### config.mk
export PLATFORM = sky130hd
export DESIGN_NAME = rc_servo_pulse_decoder_top_flat
export DESIGN_NICKNAME = d
export VERILOG_FILES = /design/src/hdl/rcsd_pkg.sv /design/src/hdl/rcsd_if.sv /design/src/hdl/rc_servo_pulse_decoder_top.sv /design/src/flat_wrapper.sv
export SDC_FILE = /design/constraint.sdc
export NUM_CORES = 1
export LEC_CHECK = 0
export BUFFER_PORTS_ARGS = -buffer_cell sky130_fd_sc_hd__buf_2
export CAP_MARGIN = 20
export CORE_UTILIZATION = 50
export CTS_BUF_LIST = sky130_fd_sc_hd__clkbuf_8 sky130_fd_sc_hd__clkbuf_16
export DETAILED_ROUTE_END_ITERATION = 12
export GPL_ROUTABILITY_DRIVEN = 0
export PLACE_DENSITY = 0.66
export RECOVER_POWER = 25
export SKIP_CTS_REPAIR_TIMING = 1
export SLEW_MARGIN = 15
export SYNTH_ARGS = -nofsm -noshare
export SYNTH_HDL_FRONTEND = slang
export SYNTH_SLANG_ARGS = --single-unit
### constraint.sdc
create_clock -name clk_i -period 13.1 [get_ports clk_i]
set_input_delay 2.62 -clock clk_i [delete_from_list [all_inputs] [get_ports clk_i]]
set_output_delay 2.62 -clock clk_i [all_outputs]
set_load 0.01 [all_outputs]
### src/hdl/rcsd_pkg.sv
// Shared constants and register indexes for the RC servo pulse decoder.
`default_nettype none

package rcsd_pkg;

  // Width counter; the pulse width field and the arithmetic below assume 16 bits.
  localparam int COUNT_BITS = 16;
  localparam logic [COUNT_BITS-1:0] COUNT_MAX = '1;

  // Configuration port
  localparam int CFG_ADDR_W = 3;
  localparam int CFG_DATA_W = 16;

  localparam logic [CFG_ADDR_W-1:0] REG_PULSE_MIN    = 3'd0;
  localparam logic [CFG_ADDR_W-1:0] REG_PULSE_CENTER = 3'd1;
  localparam logic [CFG_ADDR_W-1:0] REG_PULSE_MAX    = 3'd2;
  localparam logic [CFG_ADDR_W-1:0] REG_DEAD_ZONE    = 3'd3;
  localparam logic [CFG_ADDR_W-1:0] REG_JITTER_LIMIT = 3'd4;

  // Register reset values
  localparam logic [15:0] PULSE_MIN_RST    = 16'd1000;
  localparam logic [15:0] PULSE_CENTER_RST = 16'd1500;
  localparam logic [15:0] PULSE_MAX_RST    = 16'd2000;
  localparam logic [7:0]  DEAD_ZONE_RST    = 8'd10;
  localparam logic [7:0]  JITTER_LIMIT_RST = 8'd2;

  // Mapping constants
  localparam int PCT_HI      = 100;
  localparam int PCT_LO      = -100;
  localparam int PCT_SPAN    = 100;
  localparam int DEG_HI      = 180;
  localparam int DEG_UP_BASE = 91;
  localparam int DEG_SPAN    = 89;
  localparam int DEG_MID     = 90;

  // Divider: quotient bits (top bit flags a quotient of 512 or more)
  localparam int Q_BITS  = 10;
  localparam int MAG_W   = COUNT_BITS + 7;   // |(x-a)*100| < 2^23
  localparam int DEN_W   = 16;
  localparam int CMP_W   = DEN_W + Q_BITS;
  localparam int STEP_W  = 4;

endpackage

`default_nettype wire

### src/hdl/rcsd_if.sv
// Valid/ready channel interfaces for the RC servo pulse decoder.
`default_nettype none

interface rcsd_in_if;
  logic valid;
  logic ready;
  logic pin_level;
  logic position_taken;

  modport source (output valid, output pin_level, output position_taken, input ready);
  modport sink   (input valid, input pin_level, input position_taken, output ready);
endinterface

interface rcsd_out_if;
  logic              valid;
  logic              ready;
  logic [15:0]       pulse_width_us;
  logic signed [7:0] percent;
  logic [7:0]        degrees;

  modport source (output valid, output pulse_width_us, output percent, output degrees,
                  input ready);
  modport sink   (input valid, input pulse_width_us, input percent, input degrees,
                  output ready);
endinterface

`default_nettype wire

### src/hdl/rc_servo_pulse_decoder_top.sv
// RC servo pulse decoder: edge tracking, shared restoring divider, clamp and jitter hold.
//
//   channel   dir   beat contents
//   in_if     in    pin_level, position_taken (one beat per microsecond tick)
//   out_if    out   pulse_width_us, percent, degrees
//   cfg       in    cfg_we_i, cfg_addr_i, cfg_wdata_i (write only)
//
// A tick with no completed pulse leaves the sequencer idle. A tick that ends a pulse runs
// the sequencer: one divider pass per value, each a setup step, ten shift-subtract steps of
// the one divider and a finish step, then a load into the output register; a pass
// with nothing to divide (dead zone, center or empty span) skips the ten steps.
// in_if.ready is low while the sequencer runs, and a finished result holds it low while
// the output register is still full.
// Reset is asynchronous and clears control state, configuration and held values to their defaults.
`default_nettype none

module rc_servo_pulse_decoder_top (
  input  wire                              clk_i,
  input  wire                              rst_ni,
  rcsd_in_if.sink                          in_if,
  rcsd_out_if.source                       out_if,
  input  wire                              cfg_we_i,
  input  wire [rcsd_pkg::CFG_ADDR_W-1:0]   cfg_addr_i,
  input  wire [rcsd_pkg::CFG_DATA_W-1:0]   cfg_wdata_i
);
  import rcsd_pkg::*;

  localparam logic [2:0] ST_IDLE  = 3'd0;
  localparam logic [2:0] ST_SETUP = 3'd1;
  localparam logic [2:0] ST_DIV   = 3'd2;
  localparam logic [2:0] ST_FIN   = 3'd3;
  localparam logic [2:0] ST_OUT   = 3'd4;

  // Configuration registers
  logic [15:0] min_q, mid_q, max_q;
  logic [7:0]  dz_q, jit_q;

  // Edge tracking state
  logic                  level_q, armed_q, pend_q;
  logic [COUNT_BITS-1:0] cnt_q;
  logic signed [7:0]     held_pct_q;
  logic [7:0]            held_deg_q;

  // Sequencer and divider state
  logic [2:0]              state_q;
  logic                    sel_q;       // 0 percent, 1 degrees
  logic [COUNT_BITS-1:0]   x_q;
  logic [MAG_W-1:0]        rem_q;
  logic [DEN_W-1:0]        den_q;
  logic [Q_BITS-1:0]       quo_q;
  logic [STEP_W-1:0]       step_q;
  logic                    neg_q;
  logic signed [7:0]       ofs_q;

  // Output register
  logic              ov_q;
  logic [15:0]       pw_q;
  logic signed [7:0] pct_q;
  logic [7:0]        deg_q;

  logic in_acc, pend_n, fire;

  // Setup path signals
  logic [16:0]        x_e, mid_e, dz_e;
  logic               pct_up, pct_lo, deg_up, deg_lo, seg_up, seg_lo;
  logic signed [17:0] x_s, a_s, b_s, diff_s, den_s, den_abs;
  logic signed [7:0]  k_s, ofs_n;
  logic signed [25:0] num_s, num_abs;
  logic               skip;

  // Divider step signals
  logic [CMP_W-1:0] cmp_v, rem_ext, rem_sub;
  logic             ge;

  // Finish path signals
  logic [9:0]         mag10;
  logic signed [11:0] sq_s, v_s, lo_b, hi_b, vc_s, held_e, dlt_s, adlt_s;
  logic               take;

  assign in_if.ready = (state_q == ST_IDLE);
  assign in_acc      = in_if.valid & in_if.ready;
  assign pend_n      = in_if.position_taken ? 1'b0 : pend_q;
  assign fire        = in_acc & ~in_if.pin_level & level_q & armed_q & ~pend_n;

  assign out_if.valid          = ov_q;
  assign out_if.pulse_width_us = pw_q;
  assign out_if.percent        = pct_q;
  assign out_if.degrees        = deg_q;

  // Segment choice and scaled numerator for the map in progress
  always_comb begin
    x_e    = {1'b0, x_q};
    mid_e  = {1'b0, mid_q};
    dz_e   = {9'd0, dz_q};
    pct_up = (x_e >= mid_e + dz_e);
    pct_lo = (x_e + dz_e <= mid_e);
    deg_up = (x_e > mid_e);
    deg_lo = (x_e < mid_e);
    seg_up = sel_q ? deg_up : pct_up;
    seg_lo = sel_q ? deg_lo : pct_lo;
    x_s    = signed'({2'b00, x_q});
    a_s    = seg_up ? signed'({2'b00, mid_q}) : signed'({2'b00, min_q});
    b_s    = seg_up ? signed'({2'b00, max_q}) : signed'({2'b00, mid_q});
    diff_s = x_s - a_s;
    den_s  = b_s - a_s;
    k_s    = sel_q ? 8'(DEG_SPAN) : 8'(PCT_SPAN);
    num_s  = 26'(diff_s) * 26'(k_s);
    num_abs = num_s[25] ? -num_s : num_s;
    den_abs = den_s[17] ? -den_s : den_s;
    skip    = ~(seg_up | seg_lo) | (den_s == 18'sd0);
    if (seg_up) begin
      ofs_n = sel_q ? 8'(DEG_UP_BASE) : 8'sd0;
    end else if (seg_lo) begin
      ofs_n = sel_q ? 8'sd0 : 8'(PCT_LO);
    end else begin
      ofs_n = sel_q ? 8'(DEG_MID) : 8'sd0;
    end
  end

  // One shift-subtract step of the restoring divider
  always_comb begin
    cmp_v   = CMP_W'(den_q) << step_q;
    rem_ext = CMP_W'(rem_q);
    ge      = (rem_ext >= cmp_v);
    rem_sub = rem_ext - cmp_v;
  end

  // Sign, offset, clamp and jitter hold
  always_comb begin
    mag10  = quo_q[Q_BITS-1] ? 10'd511 : {1'b0, quo_q[Q_BITS-2:0]};
    sq_s   = neg_q ? -signed'({2'b00, mag10}) : signed'({2'b00, mag10});
    v_s    = sq_s + 12'(ofs_q);
    lo_b   = sel_q ? 12'sd0 : 12'(PCT_LO);
    hi_b   = sel_q ? 12'(DEG_HI) : 12'(PCT_HI);
    if (v_s < lo_b) begin
      vc_s = lo_b;
    end else if (v_s > hi_b) begin
      vc_s = hi_b;
    end else begin
      vc_s = v_s;
    end
    held_e = sel_q ? signed'({4'd0, held_deg_q}) : 12'(held_pct_q);
    dlt_s  = vc_s - held_e;
    adlt_s = dlt_s[11] ? -dlt_s : dlt_s;
    take   = (unsigned'(adlt_s) >= {4'd0, jit_q});
  end

  // Configuration registers
  always_ff @(posedge clk_i or negedge rst_ni) begin
    if (!rst_ni) begin
      min_q <= PULSE_MIN_RST;
      mid_q <= PULSE_CENTER_RST;
      max_q <= PULSE_MAX_RST;
      dz_q  <= DEAD_ZONE_RST;
      jit_q <= JITTER_LIMIT_RST;
    end else if (cfg_we_i) begin
      case (cfg_addr_i)
        REG_PULSE_MIN:    min_q <= cfg_wdata_i;
        REG_PULSE_CENTER: mid_q <= cfg_wdata_i;
        REG_PULSE_MAX:    max_q <= cfg_wdata_i;
        REG_DEAD_ZONE:    dz_q  <= cfg_wdata_i[7:0];
        REG_JITTER_LIMIT: jit_q <= cfg_wdata_i[7:0];
        default: ;
      endcase
    end
  end

  // Edge tracking, width counter and pending flag
  always_ff @(posedge clk_i or negedge rst_ni) begin
    if (!rst_ni) begin
      level_q <= 1'b0;
      armed_q <= 1'b0;
      pend_q  <= 1'b0;
      cnt_q   <= '0;
    end else if (in_acc) begin
      level_q <= in_if.pin_level;
      pend_q  <= fire ? 1'b1 : pend_n;
      if (in_if.pin_level && !level_q) begin
        armed_q <= 1'b1;
        cnt_q   <= COUNT_BITS'(1);
      end else if (in_if.pin_level && level_q) begin
        if (armed_q && cnt_q != COUNT_MAX) begin
          cnt_q <= cnt_q + 1'b1;
        end
      end else if (fire) begin
        armed_q <= 1'b0;
      end
    end
  end

  // Sequencer around the shared divider
  always_ff @(posedge clk_i or negedge rst_ni) begin
    if (!rst_ni) begin
      state_q    <= ST_IDLE;
      sel_q      <= 1'b0;
      step_q     <= '0;
      held_pct_q <= 8'sd0;
      held_deg_q <= 8'(DEG_MID);
    end else begin
      case (state_q)
        ST_IDLE: begin
          if (fire) begin
            sel_q   <= 1'b0;
            state_q <= ST_SETUP;
          end
        end
        ST_SETUP: begin
          step_q  <= STEP_W'(Q_BITS - 1);
          state_q <= skip ? ST_FIN : ST_DIV;
        end
        ST_DIV: begin
          if (step_q == '0) begin
            state_q <= ST_FIN;
          end else begin
            step_q <= step_q - 1'b1;
          end
        end
        ST_FIN: begin
          if (take) begin
            if (sel_q) begin
              held_deg_q <= vc_s[7:0];
            end else begin
              held_pct_q <= vc_s[7:0];
            end
          end
          if (sel_q) begin
            state_q <= ST_OUT;
          end else begin
            sel_q   <= 1'b1;
            state_q <= ST_SETUP;
          end
        end
        ST_OUT: begin
          if (!ov_q || out_if.ready) begin
            state_q <= ST_IDLE;
          end
        end
        default: state_q <= ST_IDLE;
      endcase
    end
  end

  // Divider datapath
  always_ff @(posedge clk_i) begin
    if (in_acc) begin
      x_q <= cnt_q;
    end
    if (state_q == ST_SETUP) begin
      rem_q <= num_abs[MAG_W-1:0];
      den_q <= den_abs[DEN_W-1:0];
      neg_q <= num_s[25] ^ den_s[17];
      ofs_q <= ofs_n;
      quo_q <= '0;
    end else if (state_q == ST_DIV && ge) begin
      rem_q         <= rem_sub[MAG_W-1:0];
      quo_q[step_q] <= 1'b1;
    end
  end

  // Output register
  always_ff @(posedge clk_i or negedge rst_ni) begin
    if (!rst_ni) begin
      ov_q <= 1'b0;
    end else if (state_q == ST_OUT && (!ov_q || out_if.ready)) begin
      ov_q <= 1'b1;
    end else if (out_if.ready) begin
      ov_q <= 1'b0;
    end
  end

  always_ff @(posedge clk_i) begin
    if (state_q == ST_OUT && (!ov_q || out_if.ready)) begin
      pw_q  <= x_q;
      pct_q <= held_pct_q;
      deg_q <= held_deg_q;
    end
  end

  // Checks
  a_fire_disarms: assert property (@(posedge clk_i) disable iff (!rst_ni)
    fire |=> (!armed_q && pend_q && state_q == ST_SETUP))
    else $error("falling edge result did not disarm and set pending");

  a_busy_pending: assert property (@(posedge clk_i) disable iff (!rst_ni)
    (state_q != ST_IDLE) |-> pend_q)
    else $error("divider busy without a pending position");

  a_pct_range: assert property (@(posedge clk_i) disable iff (!rst_ni)
    (held_pct_q >= 8'(PCT_LO) && held_pct_q <= 8'(PCT_HI)))
    else $error("held percent out of range");

  a_deg_range: assert property (@(posedge clk_i) disable iff (!rst_ni)
    (held_deg_q <= 8'(DEG_HI)))
    else $error("held degrees out of range");

  a_out_load: assert property (@(posedge clk_i) disable iff (!rst_ni)
    $rose(ov_q) |-> ($past(state_q) == ST_OUT))
    else $error("result register loaded outside the output step");

endmodule

`default_nettype wire
### src/flat_wrapper.sv
// flat-port wrapper written by rule: the top's interface ports become plain ports
module rc_servo_pulse_decoder_top_flat import rcsd_pkg::*;
  (clk_i, rst_ni, cfg_we_i, cfg_addr_i, cfg_wdata_i, in_if_valid, in_if_pin_level, in_if_position_taken, in_if_ready, out_if_valid, out_if_pulse_width_us, out_if_percent, out_if_degrees, out_if_ready);
  rcsd_in_if in_if_i ();
  rcsd_out_if out_if_i ();
  input  wire clk_i;
  input  wire rst_ni;
  input  wire cfg_we_i;
  input  wire [rcsd_pkg::CFG_ADDR_W-1:0] cfg_addr_i;
  input  wire [rcsd_pkg::CFG_DATA_W-1:0] cfg_wdata_i;
  input wire logic [$bits(in_if_i.valid)-1:0] in_if_valid;
  input wire logic [$bits(in_if_i.pin_level)-1:0] in_if_pin_level;
  input wire logic [$bits(in_if_i.position_taken)-1:0] in_if_position_taken;
  output wire logic [$bits(in_if_i.ready)-1:0] in_if_ready;
  output wire logic [$bits(out_if_i.valid)-1:0] out_if_valid;
  output wire logic [$bits(out_if_i.pulse_width_us)-1:0] out_if_pulse_width_us;
  output wire logic [$bits(out_if_i.percent)-1:0] out_if_percent;
  output wire logic [$bits(out_if_i.degrees)-1:0] out_if_degrees;
  input wire logic [$bits(out_if_i.ready)-1:0] out_if_ready;
  assign in_if_i.valid = in_if_valid;
  assign in_if_i.pin_level = in_if_pin_level;
  assign in_if_i.position_taken = in_if_position_taken;
  assign in_if_ready = in_if_i.ready;
  assign out_if_valid = out_if_i.valid;
  assign out_if_pulse_width_us = out_if_i.pulse_width_us;
  assign out_if_percent = out_if_i.percent;
  assign out_if_degrees = out_if_i.degrees;
  assign out_if_i.ready = out_if_ready;
  rc_servo_pulse_decoder_top u_core (.clk_i(clk_i), .rst_ni(rst_ni), .in_if(in_if_i), .out_if(out_if_i), .cfg_we_i(cfg_we_i), .cfg_addr_i(cfg_addr_i), .cfg_wdata_i(cfg_wdata_i));
endmodule
==> run_results.csv, run 1 <==
group,metric,value,unit
yosys,netlist-cell-type-count,107,
yosys,ys_async_sr_fraction,0.5143,
placement,dpl_cell_area,21050,um2
detailed_routing,avgRoutedWirePerCell,18.14,um
sta,rsz0062_at_grt,"no",
grt,grt_pass1_wl,82520,um
yosys,synth.area.top_cells,"edfxtp_1 14%, ha_1 13%, dfrtp_1 10%, fa_1 6.7%, inv_1 4.0%",
floorplanning,core.rowCount,73,
grt,grt_usage,0.2472,
floorplanning,io_pins,60,
yosys,netlist_instances,2244,
finish,regArea,5699,um2
yosys,synth_edf_count,92,
sta,final-setup-viol-count,0,
sta,fmaxAchievable,81.04,MHz
critical_path,required,13480,ps
yosys,synth_most_common_cell,"inv_1",
sta,drv_slew,37,
cts,clk_pin_slew,60,ps
cts,clockBufferDepth,3,
yosys,synthTopCellsByCount,"218 x inv_1, 216 x ha_1, 197 x nand2_1, 177 x nor2_1, 134 x o21ai_0",
finish,nNetsFinal,2587,
grt,gr-total-overflow,0,
finish,area_growth,8.063,%
critical_path,max_stage_delay,590,ps
cts,cts_buffers,24,
floorplanning,coreArea,39910,um2
yosys,synth.avg_cell_area,9.038,um2
yosys,ys_dominant_reg_cell,"edfxtp_1",
detailed_routing,drtAntennaViolNets,0,
hold_path,hold_path_class,"reg -> reg",
sta,finalCriticalPeriod,12340,ps
detailed_routing,vias_per_cell,5.840,
critical_path,path_class,"reg -> reg",
critical_path,cp_max_fo,30,
placement,io_buffers,59,
sta,hold_viol_final,0,
detailed_routing,route.detailed.drc,0,
finish,stdcell_area,21920,um2
cts,cts_tree,"yes",
placement,hpwlAfterDp,39780,um
detailed_routing,drt_pass1_iterations,5,
yosys,synth-seq-cells,210,
yosys,synth_top_area_frac,0.1362,
cts,clk_latency,550,ps
critical_path,cp-start-kind,"register",
finish,fillers,3635,
cts,cts_max_level,1,
floorplanning,chipWidth,203.4,um
sta,final.period_utilization,0.9420,
yosys,synthesis.area,20280,um2
sta,relSlewSlack,-0.6244,
sta,tightest_slew,2437,ps
cts,cts.sinks,210,
floorplanning,initial_utilization,0.5081,
grt,grt_max_degree,74,
detailed_routing,drt_iter0_markers,1128,
critical_path,cp_slowest_cell,"dfrtp_1",
run,drv_cap,1,
yosys,synth_seq_area_share,0.2809,
yosys,yosysTopAreaCell,"edfxtp_1",
finish,drive_gt1_frac,0.1089,
outcome,status,"finished, violations left",
outcome,violations,"max-capacitance violations, max-slew violations",
sta,setup_tns,0,ps
cts,root_buffer,"clkbuf_16",
critical_path,worstSetupEndpointType,"register",
floorplanning,die_area,41370,um2
yosys,ys_warn_count,0,
detailed_routing,num_vias,16470,
finish,multi_input_area,13460,um2
critical_path,reg2reg_slack,760,ps
grt,grt_antenna_before_repair,0,
detailed_routing,routed_wl,51160,um
finish,antennaDiodeCount,0,
sta,fin_skew,42.87,ps
grt,grt_pass1_vias,16140,
critical_path,cp.arrival,12720,ps
floorplanning,die_y,203.4,um
## stage by stage
| stage | util | setup WS [ps] | cells | hold WS, ps |
|---|---|---|---|---|
| finish | 0.5491 | 760.3 | 2820 | 470.0 |
| detailed placement | 0.5275 | 824.5 | 2775 | 456.4 |
| global placement | 0.5275 | 1248 | 2775 | 447.8 |
| floorplan | - | 1557 | 2245 | 435.6 |
| global route | 0.5491 | 16.03 | 2820 | 483.5 |
| CTS | 0.5484 | 762.8 | 2819 | 470.6 |
## critical path, delay by kind of cell, from the launching register on
family                   cells  cell delay, ps
AO/OA/AOI/OAI               19            3870
adder cells (fa/ha/maj)     10            3780
AND/OR/NAND/NOR             15            2600
XOR/XNOR                     3             470
flip-flops                   1             590
buffers and inverters        8             830
## cell families (layout without fill, tap and decap cells)
family                     Yosys count  after routing  share of synthesized area
muxes                               98             98                    0.05472
and+or+nand+nor                    691            691                     0.1678
AOI/OAI and AO/OA                  504            504                     0.1667
buffers and inverters              293            343                    0.05706
other                                1              2                  0.0001849
adders and majority gates          297            297                     0.2068
DFF                                210            210                     0.2809
xor gates and xnor gates           150            150                    0.06582
## sequential cells by signal, summed over array words and instances, names as in the netlist, 10 cells and up
name and cells:
u_core.mid_q 16, u_core.cnt_q 16, u_core.min_q 16, u_core.den_q 16, u_core.rem_q 23, u_core.max_q 16
u_core.quo_q 10, u_core.out_if.pulse_width_us 16, u_core.x_q 16
## cell usage in the layout (no fill, tap or decap), types with 10 or more instances in the layout
cell and n:
inv_1 224, ha_1 216, nand2_1 197, nor2_1 175, o21ai_0 134, a21oi_1 118
edfxtp_1 92, xnor2_1 90, dfrtp_1 81, fa_1 68, mux2_2 63, buf_2 57
xor2_1 56, nor2b_1 44, a21o_1 42, nand3_1 39, nor3_1 34, a31oi_1 32
mux2i_1 31, and2_1 31, nand2b_1 29, or3_1 26, clkbuf_16 25, and3_1 24
nand4_1 24, dfstp_2 21, a21boi_0 17, nor4_1 14, o21a_1 14, buf_4 14
o21bai_1 13, maj3_1 13, a211oi_1 12, or2_2 12, o22ai_1 11, a32o_1 11
dfxtp_1 10
## final timing paths
path	depth (start not counted)	from	end
min reg2reg	0	u_core.held_pct_q[6]	u_core.out_if.percent[6]
max	55	u_core.mid_q[1]	u_core.rem_q[14]
max reg2reg	55	u_core.mid_q[1]	u_core.rem_q[14]
max in group asynchronous	2	rst_ni	u_core.mid_q[9]
min in group asynchronous	1	rst_ni	u_core.out_if.valid
min	0	u_core.held_pct_q[6]	u_core.out_if.percent[6]
## routing by layer
| metal | vias up | track usage | wire length, um |
|---|---|---|---|
| li1 | 8013 | - | - |
| met1 | 7961 | 0.3340 | 23220 |
| met2 | 403 | 0.4196 | 24290 |
| met3 | 91 | 0.02509 | 2339 |
| met4 | 0 | 0.06982 | 1314 |
| met5 | - | 0 | 0 |
## area by class of cell
cell class / count / share of cell area
Sequential cell: 210 / 0.2600
Tap cell: 525 / 0.02997
Multi-Input combinational cell: 1742 / 0.6140
Clock inverter: 16 / 0.007650
Clock buffer: 28 / 0.03043
Inverter: 224 / 0.03836
Timing Repair Buffer: 75 / 0.01958
Power of run 1 is not shown: default switching activity piles up to over one toggle a cycle in this logic, so the estimate is an artifact.
==> run 2, diff against run 1 <==
- ABC_AREA: unset -> 1
- CTS_CLUSTER_SIZE: unset -> 28
==> run 2 against run 1 <==
The run still ends with max-capacitance violations, max-slew violations left. Utilization fell by 0.58 points. Die area rose by 1.7%. Synthesized cell count rose by 24%. Final cell count rose by 20%. Sequential cell count did not move. Largest cell class unchanged.
==> run_results.csv, run 2 <==
group,metric,value,unit
yosys,yosysTopAreaCell,"edfxtp_1",
finish,mostFrequentLayoutCells,"625 x nand2_1, 468 x inv_1, 219 x nor2_1",
grt,grt_max_degree,72,
yosys,synth_seq_area_share,0.2761,
sta,final.period_utilization,0.8752,
yosys,synthesis.area,20640,um2
yosys,synth.area.top_cells,"edfxtp_1 13%, ha_1 13%, nand2_1 11%, dfrtp_1 9.9%, inv_1 8.4%",
sta,final-setup-viol-count,0,
sta,drv_slew,115,
grt,gr-total-overflow,0,
grt,grt_pass1_vias,17110,
critical_path,path_delay_family,"simple AND/OR/NAND/NOR gates",
floorplanning,io_pins,60,
sta,fmaxAchievable,87.22,MHz
critical_path,reg2reg_slack,1640,ps
detailed_routing,vias_per_cell,5.398,
critical_path,r2r-start,"u_core.mid_q[2]",
yosys,ys_warn_count,0,
sta,tightest_slew,3351,ps
finish,nNetsFinal,3132,
critical_path,cp-start-kind,"register",
cts,cts.sinks,210,
finish,drive_gt1_frac,0.07470,
outcome,status,"finished, violations left",
critical_path,worstSetupEndpointType,"register",
finish,largest-register,"u_core.rem_q",
sta,finalCriticalPeriod,11460,ps
yosys,synthTopCellsByCount,"625 x nand2_1, 460 x inv_1, 220 x nor2_1, 216 x ha_1, 206 x o21ai_0",
detailed_routing,num_vias,18190,
yosys,ys_async_sr_fraction,0.5143,
sta,rsz0062_at_grt,"no",
cts,root_buffer,"clkbuf_16",
yosys,ys_dominant_reg_cell,"edfxtp_1",
finish,fin_util,0.5433,
sta,setup_tns,0,ps
floorplanning,die_area,42100,um2
cts,cts_buffers,23,
finish,antennaDiodeCount,0,
floorplanning,coreArea,40740,um2
grt,grt_pass1_wl,86120,um
outcome,violations,"max-capacitance violations, max-slew violations",
placement,io_buffers,59,
detailed_routing,drt_pass1_iterations,6,
floorplanning,die_y,205.2,um
run,drv_cap,2,
cts,cts_tree,"yes",
grt,grt_antenna_before_repair,0,
yosys,synth-seq-cells,210,
finish,area_growth,7.244,%
critical_path,cp.arrival,11720,ps
sta,hold_viol_final,0,
finish,final_common_cell,"nand2_1",
critical_path,startpoint,"u_core.mid_q[2]",
yosys,synth_edf_count,92,
yosys,netlist_instances,2784,
critical_path,path_common_cell,"nand2_1",
cts,clockBufferDepth,3,
critical_path,crit_buf_inv,12,
grt,grt_usage,0.2543,
cts,clk_latency,550,ps
yosys,synth.avg_cell_area,7.414,um2
floorplanning,core.rowCount,74,
critical_path,max_stage_delay,570,ps
yosys,netlist-cell-type-count,68,
cts,cts_max_level,1,
cts,clk_pin_slew,60,ps
detailed_routing,drt_iter0_markers,1313,
detailed_routing,routed_wl,53060,um
critical_path,cp_max_fo,64,
placement,hpwlAfterDp,42600,um
floorplanning,chipWidth,205.2,um
hold_path,hp-start,"u_core.cnt_q[15]",
sta,fin_skew,29.81,ps
detailed_routing,avgRoutedWirePerCell,15.75,um
critical_path,cp_slowest_cell,"dfstp_2",
finish,largest_register_ffs,23,
detailed_routing,drtAntennaViolNets,0,
floorplanning,initial_utilization,0.5066,
detailed_routing,route.detailed.drc,0,
sta,relSlewSlack,-1.234,
yosys,synth_most_common_cell,"nand2_1",
critical_path,path_class,"reg -> reg",
critical_path,required,13360,ps
hold_path,hold_path_class,"reg -> reg",
yosys,synth_top_area_frac,0.1339,
==> run 2: cells by family after synthesis <==
| family | count (synthesis) | share of synthesized area |
|---|---|---|
| AND/OR/NAND/NOR | 1160 | 0.2444 |
| buffers and inverters | 531 | 0.1006 |
| AO/OA/AOI/OAI | 474 | 0.1274 |
| adder cells (fa/ha/maj) | 284 | 0.1969 |
| flip-flops | 210 | 0.2761 |
| XOR/XNOR | 116 | 0.05068 |
| multiplexers | 8 | 0.003880 |
| other | 1 | 0.0001817 |
==> run 2: layout make-up <==
| class | count | area [um2] |
|---|---|---|
| Fill cell | 3873 | 18600 |
| Multi-Input combinational cell | 2044 | 12880 |
| Sequential cell | 210 | 5699 |
| Inverter | 476 | 1789 |
| Tap cell | 532 | 665.6 |
| Clock buffer | 24 | 589.3 |
| Timing Repair Buffer | 67 | 377.9 |
| Clock inverter | 17 | 136.4 |
==> run 2: path summary, 6_finish.rpt <==
kind,depth (start not counted),endpoint
max in group asynchronous,2,u_core.sel_q
worst max register to register,72,u_core.rem_q[19]
worst min-delay path,0,u_core.x_q[15]
worst max-delay path,72,u_core.rem_q[19]
min in group asynchronous,1,u_core.dz_q[7]
worst min register to register,0,u_core.x_q[15]
==> run 2: layer usage <==
metal  track usage  part of all wire  wire length (um)
met2        0.4184              0.45             24080
met3       0.02423             0.046              2449
met1        0.3540              0.47             24830
met4       0.07513             0.032              1700
met5             0                 0                 0
==> run 2: worst reg2reg max path, delay by kind of cell, from the launching register on <==
family / cells / cell delay [ps]
xor+xnor: 1 / 220
fa+ha+maj: 9 / 3210
buf+inv: 12 / 890
flops: 1 / 570
compound gates: 15 / 1980
simple gates: 35 / 4340
==> run 2: stage by stage <==
step	cells	setup slack, ps	hold WS, ps	area, um2
2_1_floorplan	2785	3237	424.9	20640
3_3_place_gp	3327	2176	438.4	21380
3_5_place_dp	3327	1811	455.8	21380
4_1_cts	3368	1773	458.9	22110
5_1_grt	3370	510.2	471.1	22140
6_report	3370	1635	451.7	22140
Power of run 2 is left out for the same reason.
